### config.mk
export PLATFORM = sky130hd
export DESIGN_NAME = short_name_parser_sjis_unit
export DESIGN_NICKNAME = d
export VERILOG_FILES = /design/src/hw/rtl/snps_pkg.sv /design/src/hw/rtl/snps_front.sv /design/src/hw/rtl/snps_queue.sv /design/src/hw/rtl/snps_back.sv /design/src/hw/rtl/short_name_parser_sjis_unit.sv
export SDC_FILE = /design/constraint.sdc
export NUM_CORES = 1
export LEC_CHECK = 0
export BUFFER_PORTS_ARGS = -buffer_cell sky130_fd_sc_hd__buf_2
export CORE_ASPECT_RATIO = 1.5
export CORE_MARGIN = 2
export CORE_UTILIZATION = 35
export CTS_BUF_LIST = sky130_fd_sc_hd__clkbuf_8 sky130_fd_sc_hd__clkbuf_16
export CTS_CLUSTER_SIZE = 30
export DETAILED_ROUTE_END_ITERATION = 10
export GPL_TIMING_DRIVEN = 0
export MAX_ROUTING_LAYER = met4
export PLACE_DENSITY = 0.52
export SYNTH_ARGS = -nofsm -noshare
export SYNTH_HDL_FRONTEND = slang
export SYNTH_SLANG_ARGS = --single-unit
### constraint.sdc
create_clock -name clk -period 4.7 [get_ports clk]
set_input_delay 0.47 -clock clk [delete_from_list [all_inputs] [get_ports clk]]
set_output_delay 0.47 -clock clk [all_outputs]
set_load 0.01 [all_outputs]
### src/hw/rtl/snps_pkg.sv
// Shared types and constants for the short name parser with Shift-JIS handling.
`default_nettype none
package snps_pkg;

  localparam int BYTE_W = 8;
  localparam int POS_W = 4;
  localparam int QUEUE_DEPTH = 4;

  localparam logic [BYTE_W-1:0] LEAD_LO_A = 8'h81;
  localparam logic [BYTE_W-1:0] LEAD_HI_A = 8'h9F;
  localparam logic [BYTE_W-1:0] LEAD_LO_B = 8'hE0;
  localparam logic [BYTE_W-1:0] LEAD_HI_B = 8'hFC;
  localparam logic [BYTE_W-1:0] CHAR_DOT = 8'h2E;
  localparam logic [BYTE_W-1:0] CHAR_SPACE = 8'h20;
  localparam logic [BYTE_W-1:0] CHAR_NUL = 8'h00;

  typedef struct packed {
    logic [BYTE_W-1:0] data;
    logic              zero;
    logic              dot;
    logic              lead;
  } item_t;

endpackage
`default_nettype wire

### src/hw/rtl/snps_front.sv
// Front end: classifies each incoming name byte before it is queued.
`default_nettype none
module snps_front (
  input  wire logic [snps_pkg::BYTE_W-1:0] in_byte,
  output snps_pkg::item_t                  item
);

  logic lead_a;
  logic lead_b;

  assign lead_a = (in_byte >= snps_pkg::LEAD_LO_A) && (in_byte <= snps_pkg::LEAD_HI_A);
  assign lead_b = (in_byte >= snps_pkg::LEAD_LO_B) && (in_byte <= snps_pkg::LEAD_HI_B);

  assign item.data = in_byte;
  assign item.zero = (in_byte == snps_pkg::CHAR_NUL);
  assign item.dot  = (in_byte == snps_pkg::CHAR_DOT);
  assign item.lead = lead_a || lead_b;

endmodule
`default_nettype wire

### src/hw/rtl/snps_queue.sv
// Short queue of classified bytes between the front and back ends.
`default_nettype none
module snps_queue (
  input  wire logic            clk,
  input  wire logic            rst_n,
  input  wire logic            push,
  input  wire snps_pkg::item_t wr_item,
  output logic                 full,
  input  wire logic            pop,
  output snps_pkg::item_t      rd_item,
  output logic                 empty
);

  localparam int PW = $clog2(snps_pkg::QUEUE_DEPTH);
  localparam logic [PW:0] DEPTH_C = (PW+1)'(snps_pkg::QUEUE_DEPTH);
  localparam logic [PW-1:0] LAST_PTR = PW'(snps_pkg::QUEUE_DEPTH - 1);

  snps_pkg::item_t mem_r [snps_pkg::QUEUE_DEPTH];
  logic [PW-1:0] wr_ptr_r;
  logic [PW-1:0] rd_ptr_r;
  logic [PW:0]   count_r;
  logic          do_push;
  logic          do_pop;

  assign full    = (count_r == DEPTH_C);
  assign empty   = (count_r == '0);
  assign do_push = push && !full;
  assign do_pop  = pop && !empty;
  assign rd_item = mem_r[rd_ptr_r];

  always_ff @(posedge clk) begin
    if (do_push) begin
      mem_r[wr_ptr_r] <= wr_item;
    end
  end

  always_ff @(posedge clk) begin
    if (!rst_n) begin
      wr_ptr_r <= '0;
      rd_ptr_r <= '0;
      count_r  <= '0;
    end else begin
      if (do_push) begin
        wr_ptr_r <= (wr_ptr_r == LAST_PTR) ? '0 : wr_ptr_r + 1'b1;
      end
      if (do_pop) begin
        rd_ptr_r <= (rd_ptr_r == LAST_PTR) ? '0 : rd_ptr_r + 1'b1;
      end
      case ({do_push, do_pop})
        2'b10:   count_r <= count_r + 1'b1;
        2'b01:   count_r <= count_r - 1'b1;
        default: count_r <= count_r;
      endcase
    end
  end

endmodule
`default_nettype wire

### src/hw/rtl/snps_back.sv
// Back end: parse state machine, name and extension stores, padded result drain.
`default_nettype none
module snps_back #(
  parameter int NAME_LEN = 8,
  parameter int EXT_LEN  = 3
) (
  input  wire logic                        clk,
  input  wire logic                        rst_n,
  input  wire snps_pkg::item_t             q_item,
  input  wire logic                        q_empty,
  output logic                             q_pop,
  output logic [snps_pkg::BYTE_W-1:0]      out_byte,
  output logic [snps_pkg::POS_W-1:0]       out_position,
  output logic                             out_ok,
  output logic                             out_last,
  output logic                             empty,
  input  wire logic                        pop
);

  localparam int TOTAL = NAME_LEN + EXT_LEN;
  localparam int KW = $clog2(TOTAL);
  localparam int MAXL = (NAME_LEN > EXT_LEN) ? NAME_LEN : EXT_LEN;
  localparam int FW = $clog2(MAXL + 3);
  localparam logic [FW-1:0] NAME_L = FW'(NAME_LEN);
  localparam logic [FW-1:0] EXT_L = FW'(EXT_LEN);
  localparam logic [FW-1:0] TWO = FW'(2);
  localparam logic [KW-1:0] K_LAST = KW'(TOTAL - 1);

  typedef enum logic [2:0] {
    PH_START, PH_DOT1, PH_DOT2, PH_BASE, PH_EXT, PH_BAD, PH_EMIT
  } phase_t;

  phase_t phase_r;
  logic [FW-1:0]                 fill_r;
  logic                          lead_pending_r;
  logic [snps_pkg::BYTE_W-1:0]   lead_value_r;
  logic                          lead_fits_r;
  logic                          bad_r;
  logic [snps_pkg::BYTE_W-1:0]   name_r [NAME_LEN];
  logic [snps_pkg::BYTE_W-1:0]   ext_r [EXT_LEN];
  logic [KW-1:0]                 k_r;
  logic                          out_valid_r;
  logic [snps_pkg::BYTE_W-1:0]   out_byte_r;
  logic [snps_pkg::POS_W-1:0]    out_pos_r;
  logic                          out_ok_r;
  logic                          out_last_r;

  logic                          take;
  logic                          step;
  logic [FW-1:0]                 field_len;
  logic [FW-1:0]                 fill_p1;
  logic                          fits1;
  logic                          fits2;
  logic                          start_dot;
  logic                          dot1_dot;
  logic                          go_bad;
  logic                          char_ph;
  logic                          trail;
  logic                          to_ext;
  logic                          new_lead;
  logic                          plain_wr;
  logic                          pair_wr;
  logic                          wr_ext;
  logic                          emit_ld;
  logic                          emit_last;
  logic [snps_pkg::BYTE_W-1:0]   rd_byte;

  assign take      = (phase_r != PH_EMIT) && !q_empty;
  assign q_pop     = take;
  assign step      = take && !q_item.zero;
  assign wr_ext    = (phase_r == PH_EXT);
  assign field_len = wr_ext ? EXT_L : NAME_L;
  assign fill_p1   = fill_r + 1'b1;
  assign fits1     = fill_r < field_len;
  assign fits2     = (fill_r + TWO) <= field_len;

  assign start_dot = step && (phase_r == PH_START) && q_item.dot;
  assign dot1_dot  = step && (phase_r == PH_DOT1) && q_item.dot;
  assign go_bad    = step && (((phase_r == PH_DOT1) && !q_item.dot) || (phase_r == PH_DOT2));
  assign char_ph   = step && (((phase_r == PH_START) && !q_item.dot) ||
                              (phase_r == PH_BASE) || (phase_r == PH_EXT));
  assign trail     = char_ph && lead_pending_r;
  assign to_ext    = char_ph && !lead_pending_r && (phase_r == PH_BASE) && q_item.dot;
  assign new_lead  = char_ph && !lead_pending_r && !to_ext && q_item.lead;
  assign plain_wr  = char_ph && !lead_pending_r && !to_ext && !q_item.lead && fits1;
  assign pair_wr   = trail && lead_fits_r && fits2;

  assign emit_ld   = (phase_r == PH_EMIT) && (!out_valid_r || pop);
  assign emit_last = (k_r == K_LAST);

  always_comb begin
    rd_byte = snps_pkg::CHAR_SPACE;
    for (int i = 0; i < NAME_LEN; i++) begin
      if (k_r == KW'(i)) rd_byte = name_r[i];
    end
    for (int j = 0; j < EXT_LEN; j++) begin
      if (k_r == KW'(NAME_LEN + j)) rd_byte = ext_r[j];
    end
  end

  always_ff @(posedge clk) begin
    if (!rst_n) begin
      phase_r        <= PH_START;
      fill_r         <= '0;
      lead_pending_r <= 1'b0;
      lead_value_r   <= '0;
      lead_fits_r    <= 1'b0;
      bad_r          <= 1'b0;
      k_r            <= '0;
      out_valid_r    <= 1'b0;
      for (int i = 0; i < NAME_LEN; i++) name_r[i] <= snps_pkg::CHAR_SPACE;
      for (int j = 0; j < EXT_LEN; j++) ext_r[j] <= snps_pkg::CHAR_SPACE;
    end else begin
      if (pop && out_valid_r && !emit_ld) begin
        out_valid_r <= 1'b0;
      end

      if (take && q_item.zero) begin
        phase_r <= PH_EMIT;
        k_r     <= '0;
      end
      if (start_dot) phase_r <= PH_DOT1;
      if (dot1_dot) phase_r <= PH_DOT2;
      if (go_bad) begin
        phase_r <= PH_BAD;
        bad_r   <= 1'b1;
      end
      if (char_ph && (phase_r == PH_START)) phase_r <= PH_BASE;
      if (to_ext) begin
        phase_r <= PH_EXT;
        fill_r  <= '0;
      end
      if (new_lead) begin
        lead_pending_r <= 1'b1;
        lead_value_r   <= q_item.data;
        lead_fits_r    <= fits2;
      end
      if (trail) begin
        lead_pending_r <= 1'b0;
        lead_fits_r    <= 1'b0;
        lead_value_r   <= '0;
      end
      if (plain_wr) fill_r <= fill_p1;
      if (pair_wr) fill_r <= fill_r + TWO;

      for (int i = 0; i < NAME_LEN; i++) begin
        if (!wr_ext && plain_wr && (fill_r == FW'(i))) name_r[i] <= q_item.data;
        if (!wr_ext && pair_wr && (fill_r == FW'(i))) name_r[i] <= lead_value_r;
        if (!wr_ext && pair_wr && (fill_p1 == FW'(i))) name_r[i] <= q_item.data;
      end
      for (int j = 0; j < EXT_LEN; j++) begin
        if (wr_ext && plain_wr && (fill_r == FW'(j))) ext_r[j] <= q_item.data;
        if (wr_ext && pair_wr && (fill_r == FW'(j))) ext_r[j] <= lead_value_r;
        if (wr_ext && pair_wr && (fill_p1 == FW'(j))) ext_r[j] <= q_item.data;
      end
      if (start_dot) name_r[0] <= snps_pkg::CHAR_DOT;
      if (dot1_dot) name_r[1] <= snps_pkg::CHAR_DOT;

      if (emit_ld) begin
        out_valid_r <= 1'b1;
        out_byte_r  <= rd_byte;
        out_pos_r   <= snps_pkg::POS_W'(k_r);
        out_ok_r    <= !bad_r;
        out_last_r  <= emit_last;
        if (emit_last) begin
          phase_r        <= PH_START;
          k_r            <= '0;
          fill_r         <= '0;
          lead_pending_r <= 1'b0;
          lead_value_r   <= '0;
          lead_fits_r    <= 1'b0;
          bad_r          <= 1'b0;
          for (int i = 0; i < NAME_LEN; i++) name_r[i] <= snps_pkg::CHAR_SPACE;
          for (int j = 0; j < EXT_LEN; j++) ext_r[j] <= snps_pkg::CHAR_SPACE;
        end else begin
          k_r <= k_r + 1'b1;
        end
      end
    end
  end

  assign empty        = !out_valid_r;
  assign out_byte     = out_byte_r;
  assign out_position = out_pos_r;
  assign out_ok       = out_ok_r;
  assign out_last     = out_last_r;

endmodule
`default_nettype wire

### src/hw/rtl/short_name_parser_sjis_unit.sv
// Short (8.3) file name parser with Shift-JIS lead byte handling, top level.
// Bytes of a name are pushed one per cycle while full is low; a zero byte ends
// the name. Each byte is classified on entry and waits in a four-entry queue;
// outside a drain the parse engine consumes one byte per cycle, so a steady
// stream of name bytes is accepted at one per clock. A zero byte makes the
// engine drain the padded name through the result register, one transaction
// per cycle while pop keeps up, NAME_LEN + EXT_LEN in all (position
// 0..NAME_LEN-1 base, then extension, last set on the final one, ok cleared
// for a dot-led name other than "." or ".."). While that drain runs the engine
// takes no bytes, so the queue absorbs up to four more before full rises. A
// popped zero byte sets the emit phase, and that phase loads the first result.
`default_nettype none
module short_name_parser_sjis_unit #(
  parameter int NAME_LEN = 8,
  parameter int EXT_LEN  = 3
) (
  input  wire logic                        clk,
  input  wire logic                        rst_n,
  input  wire logic [snps_pkg::BYTE_W-1:0] in_byte,
  input  wire logic                        push,
  output logic                             full,
  output logic [snps_pkg::BYTE_W-1:0]      out_byte,
  output logic [snps_pkg::POS_W-1:0]       out_position,
  output logic                             out_ok,
  output logic                             out_last,
  output logic                             empty,
  input  wire logic                        pop
);

  snps_pkg::item_t wr_item;
  snps_pkg::item_t rd_item;
  logic            q_empty;
  logic            q_pop;

  snps_front u_front (
    .in_byte (in_byte),
    .item    (wr_item)
  );

  snps_queue u_queue (
    .clk     (clk),
    .rst_n   (rst_n),
    .push    (push),
    .wr_item (wr_item),
    .full    (full),
    .pop     (q_pop),
    .rd_item (rd_item),
    .empty   (q_empty)
  );

  snps_back #(
    .NAME_LEN (NAME_LEN),
    .EXT_LEN  (EXT_LEN)
  ) u_back (
    .clk          (clk),
    .rst_n        (rst_n),
    .q_item       (rd_item),
    .q_empty      (q_empty),
    .q_pop        (q_pop),
    .out_byte     (out_byte),
    .out_position (out_position),
    .out_ok       (out_ok),
    .out_last     (out_last),
    .empty        (empty),
    .pop          (pop)
  );

`ifndef SYNTHESIS
  a_last_pos: assert property (@(posedge clk) disable iff (!rst_n)
    (!empty && out_last) |-> (out_position == snps_pkg::POS_W'(NAME_LEN + EXT_LEN - 1)))
    else $error("last transaction not at final position");

  a_ok_steady: assert property (@(posedge clk) disable iff (!rst_n)
    (!empty && pop && !out_last) |=> (empty || (out_ok == $past(out_ok))))
    else $error("ok flag changed within one name");

  a_first_pos: assert property (@(posedge clk) disable iff (!rst_n)
    (!empty && pop && out_last) |=> (empty || (out_position == '0)))
    else $error("new name does not start at position zero");
`endif

endmodule
`default_nettype wire
; ---- Word-level counts from Yosys, hierarchy flattened
; Memory sizes are Yosys's and may differ from the RTL's. A register that Yosys moved wholly into a read port is not among the register bits.
; Cells that the tools add are included.
[totals]
reg_bits = 44
mem_bits_rw = 132
inputBits = 12
output_inout_bits = 16
elab_cells = 413
mem_count = 3
[classes]
n_addsub = 7
order_cmp = 6
n_eq_ne = 36
n_mux = 208
n_bitwise = 46
reduce_logical = 92
[mem_list]
columns = name, depth, word_bits, read_ports, rd_clocked_by_memory_dff, wr, line
row1 = u_back.name_r, 8, 8, 8, 0, 8, snps_back.sv:39  ; logic [snps_pkg::BYTE_W-1:0] name_r [NAME_LEN];
row2 = u_queue.mem_r, 4, 11, 1, 1, 1, snps_queue.sv:18  ; snps_pkg::item_t mem_r [snps_pkg::QUEUE_DEPTH];
row3 = u_back.ext_r, 3, 8, 3, 0, 3, snps_back.sv:40  ; logic [snps_pkg::BYTE_W-1:0] ext_r [EXT_LEN];
[op_table]
columns = op, n
row1 = 8-bit 2-to-1 mux, 61
row2 = 1-bit 2-to-1 mux, 125
row3 = 1-bit logical AND, 66
row4 = "4-bit by 3-bit == test with 1-bit output, second input constant", 12
row5 = 1-bit OR, 46
row6 = 4-bit 2-to-1 mux, 9
row7 = "4-bit by 2-bit == test with 1-bit output, second input constant", 6
row8 = 3-bit 2-to-1 mux, 8
row9 = "8-bit greater-or-equal comparator, second input constant", 2
row10 = "8-bit <= comparator, second input constant", 2
row11 = "4-bit by 1-bit == test with 1-bit output, second input constant", 3
row12 = "4-bit == test, second input constant", 3
row13 = 4-bit zero test, 3
row14 = 1-bit zero test, 11
row15 = "3-bit == test, second input constant", 3
row16 = "4-bit by 1-bit adder with 4-bit output, second input constant", 2
row17 = "8-bit by 6-bit == test with 1-bit output, second input constant", 1
row18 = 8-bit zero test, 1
row19 = 2-bit 2-to-1 mux, 4
row20 = "2-bit == test, second input constant", 3
row21 = "3-bit by 2-bit == test with 1-bit output, second input constant", 2
row22 = 3-bit zero test, 2
row23 = 3-bit case mux with 2 select lines, 1
row24 = 2-bit nonzero test, 3
row25 = other kinds (11), 16

; ---- Depth between registers and ports, before layout
[depth]
ltp_word = 22
mapped_depth = 14

; ---- Modules after synthesis
; Synthesis repeated with hierarchy kept, for this count alone.
[unflattened]
hier_cells = 876
hier_area_um2 = 9417.8
[by_module_without_submodules]
columns = module, instances, cells_each, area_per_inst_um2, seq_area_each_um2
row1 = snps_back, 1, 745, 7185.6, 3042.9
row2 = snps_queue, 1, 113, 2102.0, 1501.4
row3 = snps_front, 1, 18, 130.1, 0.0

; ---- Least setup slack after synthesis
; OpenSTA, ideal clock, no wires.
[synth_path]
path_kind = register to register
from = reg u_back.phase_r[0]
to = mem u_back.ext_r[0][16] (netlist name) (enable)
setup_ps = 384
arrival_time_ps = 3445
path_slack_ps = 871
path_stages_with_launch = 13
period_less_slack_ps = 3829
path_cell_list = dfxtp_1 buf_2 or3b_1 buf_2 buf_1 ha_1 nor2_1 o31a_1 nor4_1 nand2_1 nand2_1 a22oi_1 o21ai_0
[synth_lines]
columns = element, line
row1 = "start, declared", snps_back.sv:33  ; phase_t phase_r;
row2 = "start signal, assigned", snps_back.sv:103  ; phase_r <= PH_START;
row3 = "start signal, assigned", snps_back.sv:119  ; phase_r <= PH_EMIT;
row4 = "start signal, assigned", snps_back.sv:122  ; if (start_dot) phase_r <= PH_DOT1;
row5 = "end, declared", snps_back.sv:40

==> impl_metrics.tcl <==
set metrics [dict create \
    ant_nets 0 \
    wl_per_cell_um 22.94 \
    cp_max_fo 11 \
    cp_num_buf_inv 3 \
    path_depth 12 \
    crit_path_end_kind "register" \
    synth_xor_area_share_pct 0.6615 \
    finClkSkew_ns 0.01349 \
    leakage_nw 3.807 \
    die_height_um 203.3 \
    synthesis.nets 885 \
    cts_htree_levels 4 \
    cts_tree "done" \
    clock_sinks 178 \
    final_cell_mix "mux2i_1 (100), edfxtp_1 (98), nor2_1 (88), dfxtp_1 (80), a21oi_1 (57)" \
    synth_ff_type "edfxtp_1" \
    num-fill-cells 2647 \
    mostFrequentLayoutCell "mux2i_1" \
    min_period_ns 4.396 \
    avgViaCountPerCell 5.570 \
    dpl_cell_area_sq_mm 0.009819 \
    drive_gt1_share_pct 12.49 \
    drt_first_pass_iters 5 \
    finalSetupViolCount 0 \
    grt_pass1_vias 7112 \
    cp-startpoint "u_back.phase_r[0]" \
    grt_max_degree 17 \
    synth_compound_area_share_pct 14.78 \
    root_buffer "clkbuf_16" \
    synth.yosys.seq_area_share_pct 49.03 \
    cp_data_arrival_time_ns 4.52 \
    fin_hold_ws_ns 0.2685 \
    grt_use_total_pct 22.26 \
    required_ns 4.83 \
    fp.coreArea_sq_mm 0.02631 \
    antenna_cells 0 \
    io_buffers 26 \
    synth_warnings 0 \
    drt-initial-drc-count 614 \
    final_max_slew_viol_count 0 \
    grt_first_pass_wirelength_um 43660 \
    syn_area_per_cell_sq_um 10.84 \
    crit_end "u_back.name_r[0][12]" \
    async_flop_share_pct 0 \
    final_nets 930 \
    dieWidth_um 136.9 \
    hold_path_class "primary input to register" \
    area_growth_syn_to_layout_pct 12.29 \
    path_clk_slew_ns 0.06 \
    gp_congestion 0.9215 \
    rsz0062_at_grt "no" \
    design_area_sq_mm 0.01041 \
    max_stage_delay_ns 0.61 \
    path_delay_family "simple AND/OR/NAND/NOR gates" \
    timing.rr.end "u_back.name_r[0][12]" \
    cellPowerDensity_mw_per_mm2 463.4 \
    seqCellArea_sq_mm 0.004544 \
    syn-cell-area_sq_mm 0.009268 \
    period_share_pct 93.54 \
    cp-start-kind "register" \
    antenna_found_initial 0 \
    dr_total_vias 6963 \
    tightest_slew_ns 1.275 \
    initial_core_util_pct 35.23 \
    ys_ff_latch 178 \
    critPathSlowestCell "nor4_1" \
    fp-row-count 73 \
    total_power_w 0.004823 \
    worstPathCellList "buf_2, or3b_1, buf_2, clkbuf_2, ha_1, nor2_1, o31a_1, nor4_1, nand2_1, o22ai_1, nand2_1, nand3_2" \
    synth_top_family_by_area "multiplexers" \
    wl_met1_um 10870 \
    fin_util_pct 39.56 \
    ys_types 75 \
    synth_adder_area_share_pct 2.511 \
    cts_buffers 17 \
    synthSimpleGateAreaFrac_pct 13.33 \
    io_pins 28 \
    critPathKind "register to register" \
    synthCells 855 \
    grt_overflow 0 \
    ir_worst_vdd_uv 280.1 \
    slew_headroom_pct 14.98 \
    reg2reg_depth 12 \
    status "finished clean" \
    hpwl_um 21180 \
    wl_met3_um 1144 \
    regToRegStartpoint "u_back.phase_r[0]" \
    maxCapViolations 0 \
    multi_input_area_sq_mm 0.004332 \
    r2r_setup_slack_ns 0.30 \
    floorplan.die_area_sq_mm 0.02782 \
    drc 0 \
    wl_met2_um 15000 \
    clk_path_buf_depth 2 \
    hold_violations 0 \
    wl_um 28670 \
    max_clock_freq_mhz 227.5 \
    routed.top_layer "met4" \
    synth_edf_count 98 \
    insertion_delay_ns 0.46 \
    synth.area.mux_share_pct 15.30 \
]
-- state kept, by name (all words and copies together) (netlist names), 3 cells and up, named ones only --
register,count
u_back.name_r,64
u_queue.mem_r,44
u_back.ext_r,24
u_back.lead_value_r,8
u_back.out_byte,8
u_back.fill_r,4
u_back.k_r,4
u_back.out_position,4
u_back.phase_r,3
u_queue.count_r,3
-- area by class of cell --
class                           count  share of cell area [%]
Inverter                           27                   1.022
Clock inverter                     12                  0.8777
Tap cell                          337                   4.052
Sequential cell                   178                   43.67
Multi-Input combinational cell    588                   41.63
Buffer                             62                   2.910
Timing Repair Buffer               26                   1.250
Clock buffer                       20                   4.593
-- routing by layer --
metal / vias to the layer above / track usage [%]
met4: 0 / 13.14
met2: 209 / 38.18
met5: - / -
met3: 73 / 3.455
met1: 3406 / 24.06
li1: 3275 / -
-- worst min-delay path by stage --
stage                        startpoint                endpoint  slack [ns]  depth (start not counted)
final                        in_byte[0]     u_queue.mem_r[2][3]        0.27                          1
after global routing         in_byte[4]     u_queue.mem_r[2][7]        0.28                          1
after CTS                    in_byte[0]     u_queue.mem_r[1][3]        0.25                          1
after detailed placement  u_back.k_r[1]  u_back.out_position[1]        0.42                          0
after global placement    u_back.k_r[1]  u_back.out_position[1]        0.43                          0
after floorplan           u_back.k_r[0]  u_back.out_position[0]        0.41                          0
-- what timing repair did --
action	in CTS	in global routing
gates resized for setup	4	4
hold endpoints to repair	0	0
endpoints found under the setup margin	32	41
cloned	0	0
hold buffers	0	0
buffers inserted	0	0
-- cells in the mapped netlist (4+ instances only) --
master,n,area [sq um]
buf_2,6,30.03
mux4_2,18,405.4
nor2b_1,11,68.82
ha_1,17,212.7
or3_1,4,25.02
a221oi_1,9,78.83
dfxtp_1,80,1602
a22o_1,8,70.07
nor2_1,88,330.3
edfxtp_1,98,2943
inv_1,25,93.84
mux2i_1,100,1001
buf_6,6,67.56
nand3_1,13,65.06
buf_4,4,30.03
nor3_1,16,80.08
buf_1,7,26.28
a22oi_1,13,97.59
nand2b_1,6,37.54
nor3b_1,4,30.03
a21oi_1,58,290.3
a211oi_1,32,240.2
nor4_1,7,43.79
a21o_1,4,30.03
nand2_1,57,214.0
xor2_1,4,35.03
and2_1,10,62.56
o21ai_0,37,185.2
and3_1,7,43.79
clkbuf_1,39,146.4
-- per-stage QoR --
step / setup slack [ns] / setup TNS, ns / instances
global placement: -0.2547 / -3.237 / 1218
floorplan: 0.8708 / 0 / 855
finish: 0.3036 / 0 / 1250
global route: 0.08867 / 0 / 1250
CTS: 0.05522 / 0 / 1250
detailed placement: -0.3456 / -3.485 / 1218
-- where the power goes --
part | switching (W) | internal, W | total (W)
clock network | 0.000620 | 0.000779 | 0.00140
registers | 0.0000834 | 0.00179 | 0.00188
logic | 0.00103 | 0.000515 | 0.00155
total | 0.00173 | 0.00309 | 0.00482
-- kinds of logic (layout without fill, tap and decap cells) --
| logic type | count (synthesis) | count (layout) |
|---|---|---|
| xor gates and xnor gates | 7 | 7 |
| AOI/OAI and AO/OA | 196 | 196 |
| muxes | 119 | 119 |
| DFF | 178 | 178 |
| buffers and inverters | 89 | 147 |
| adders and majority gates | 18 | 18 |
| and+or+nand+nor | 248 | 248 |
Note: power is estimated with default switching activity, not from simulation.
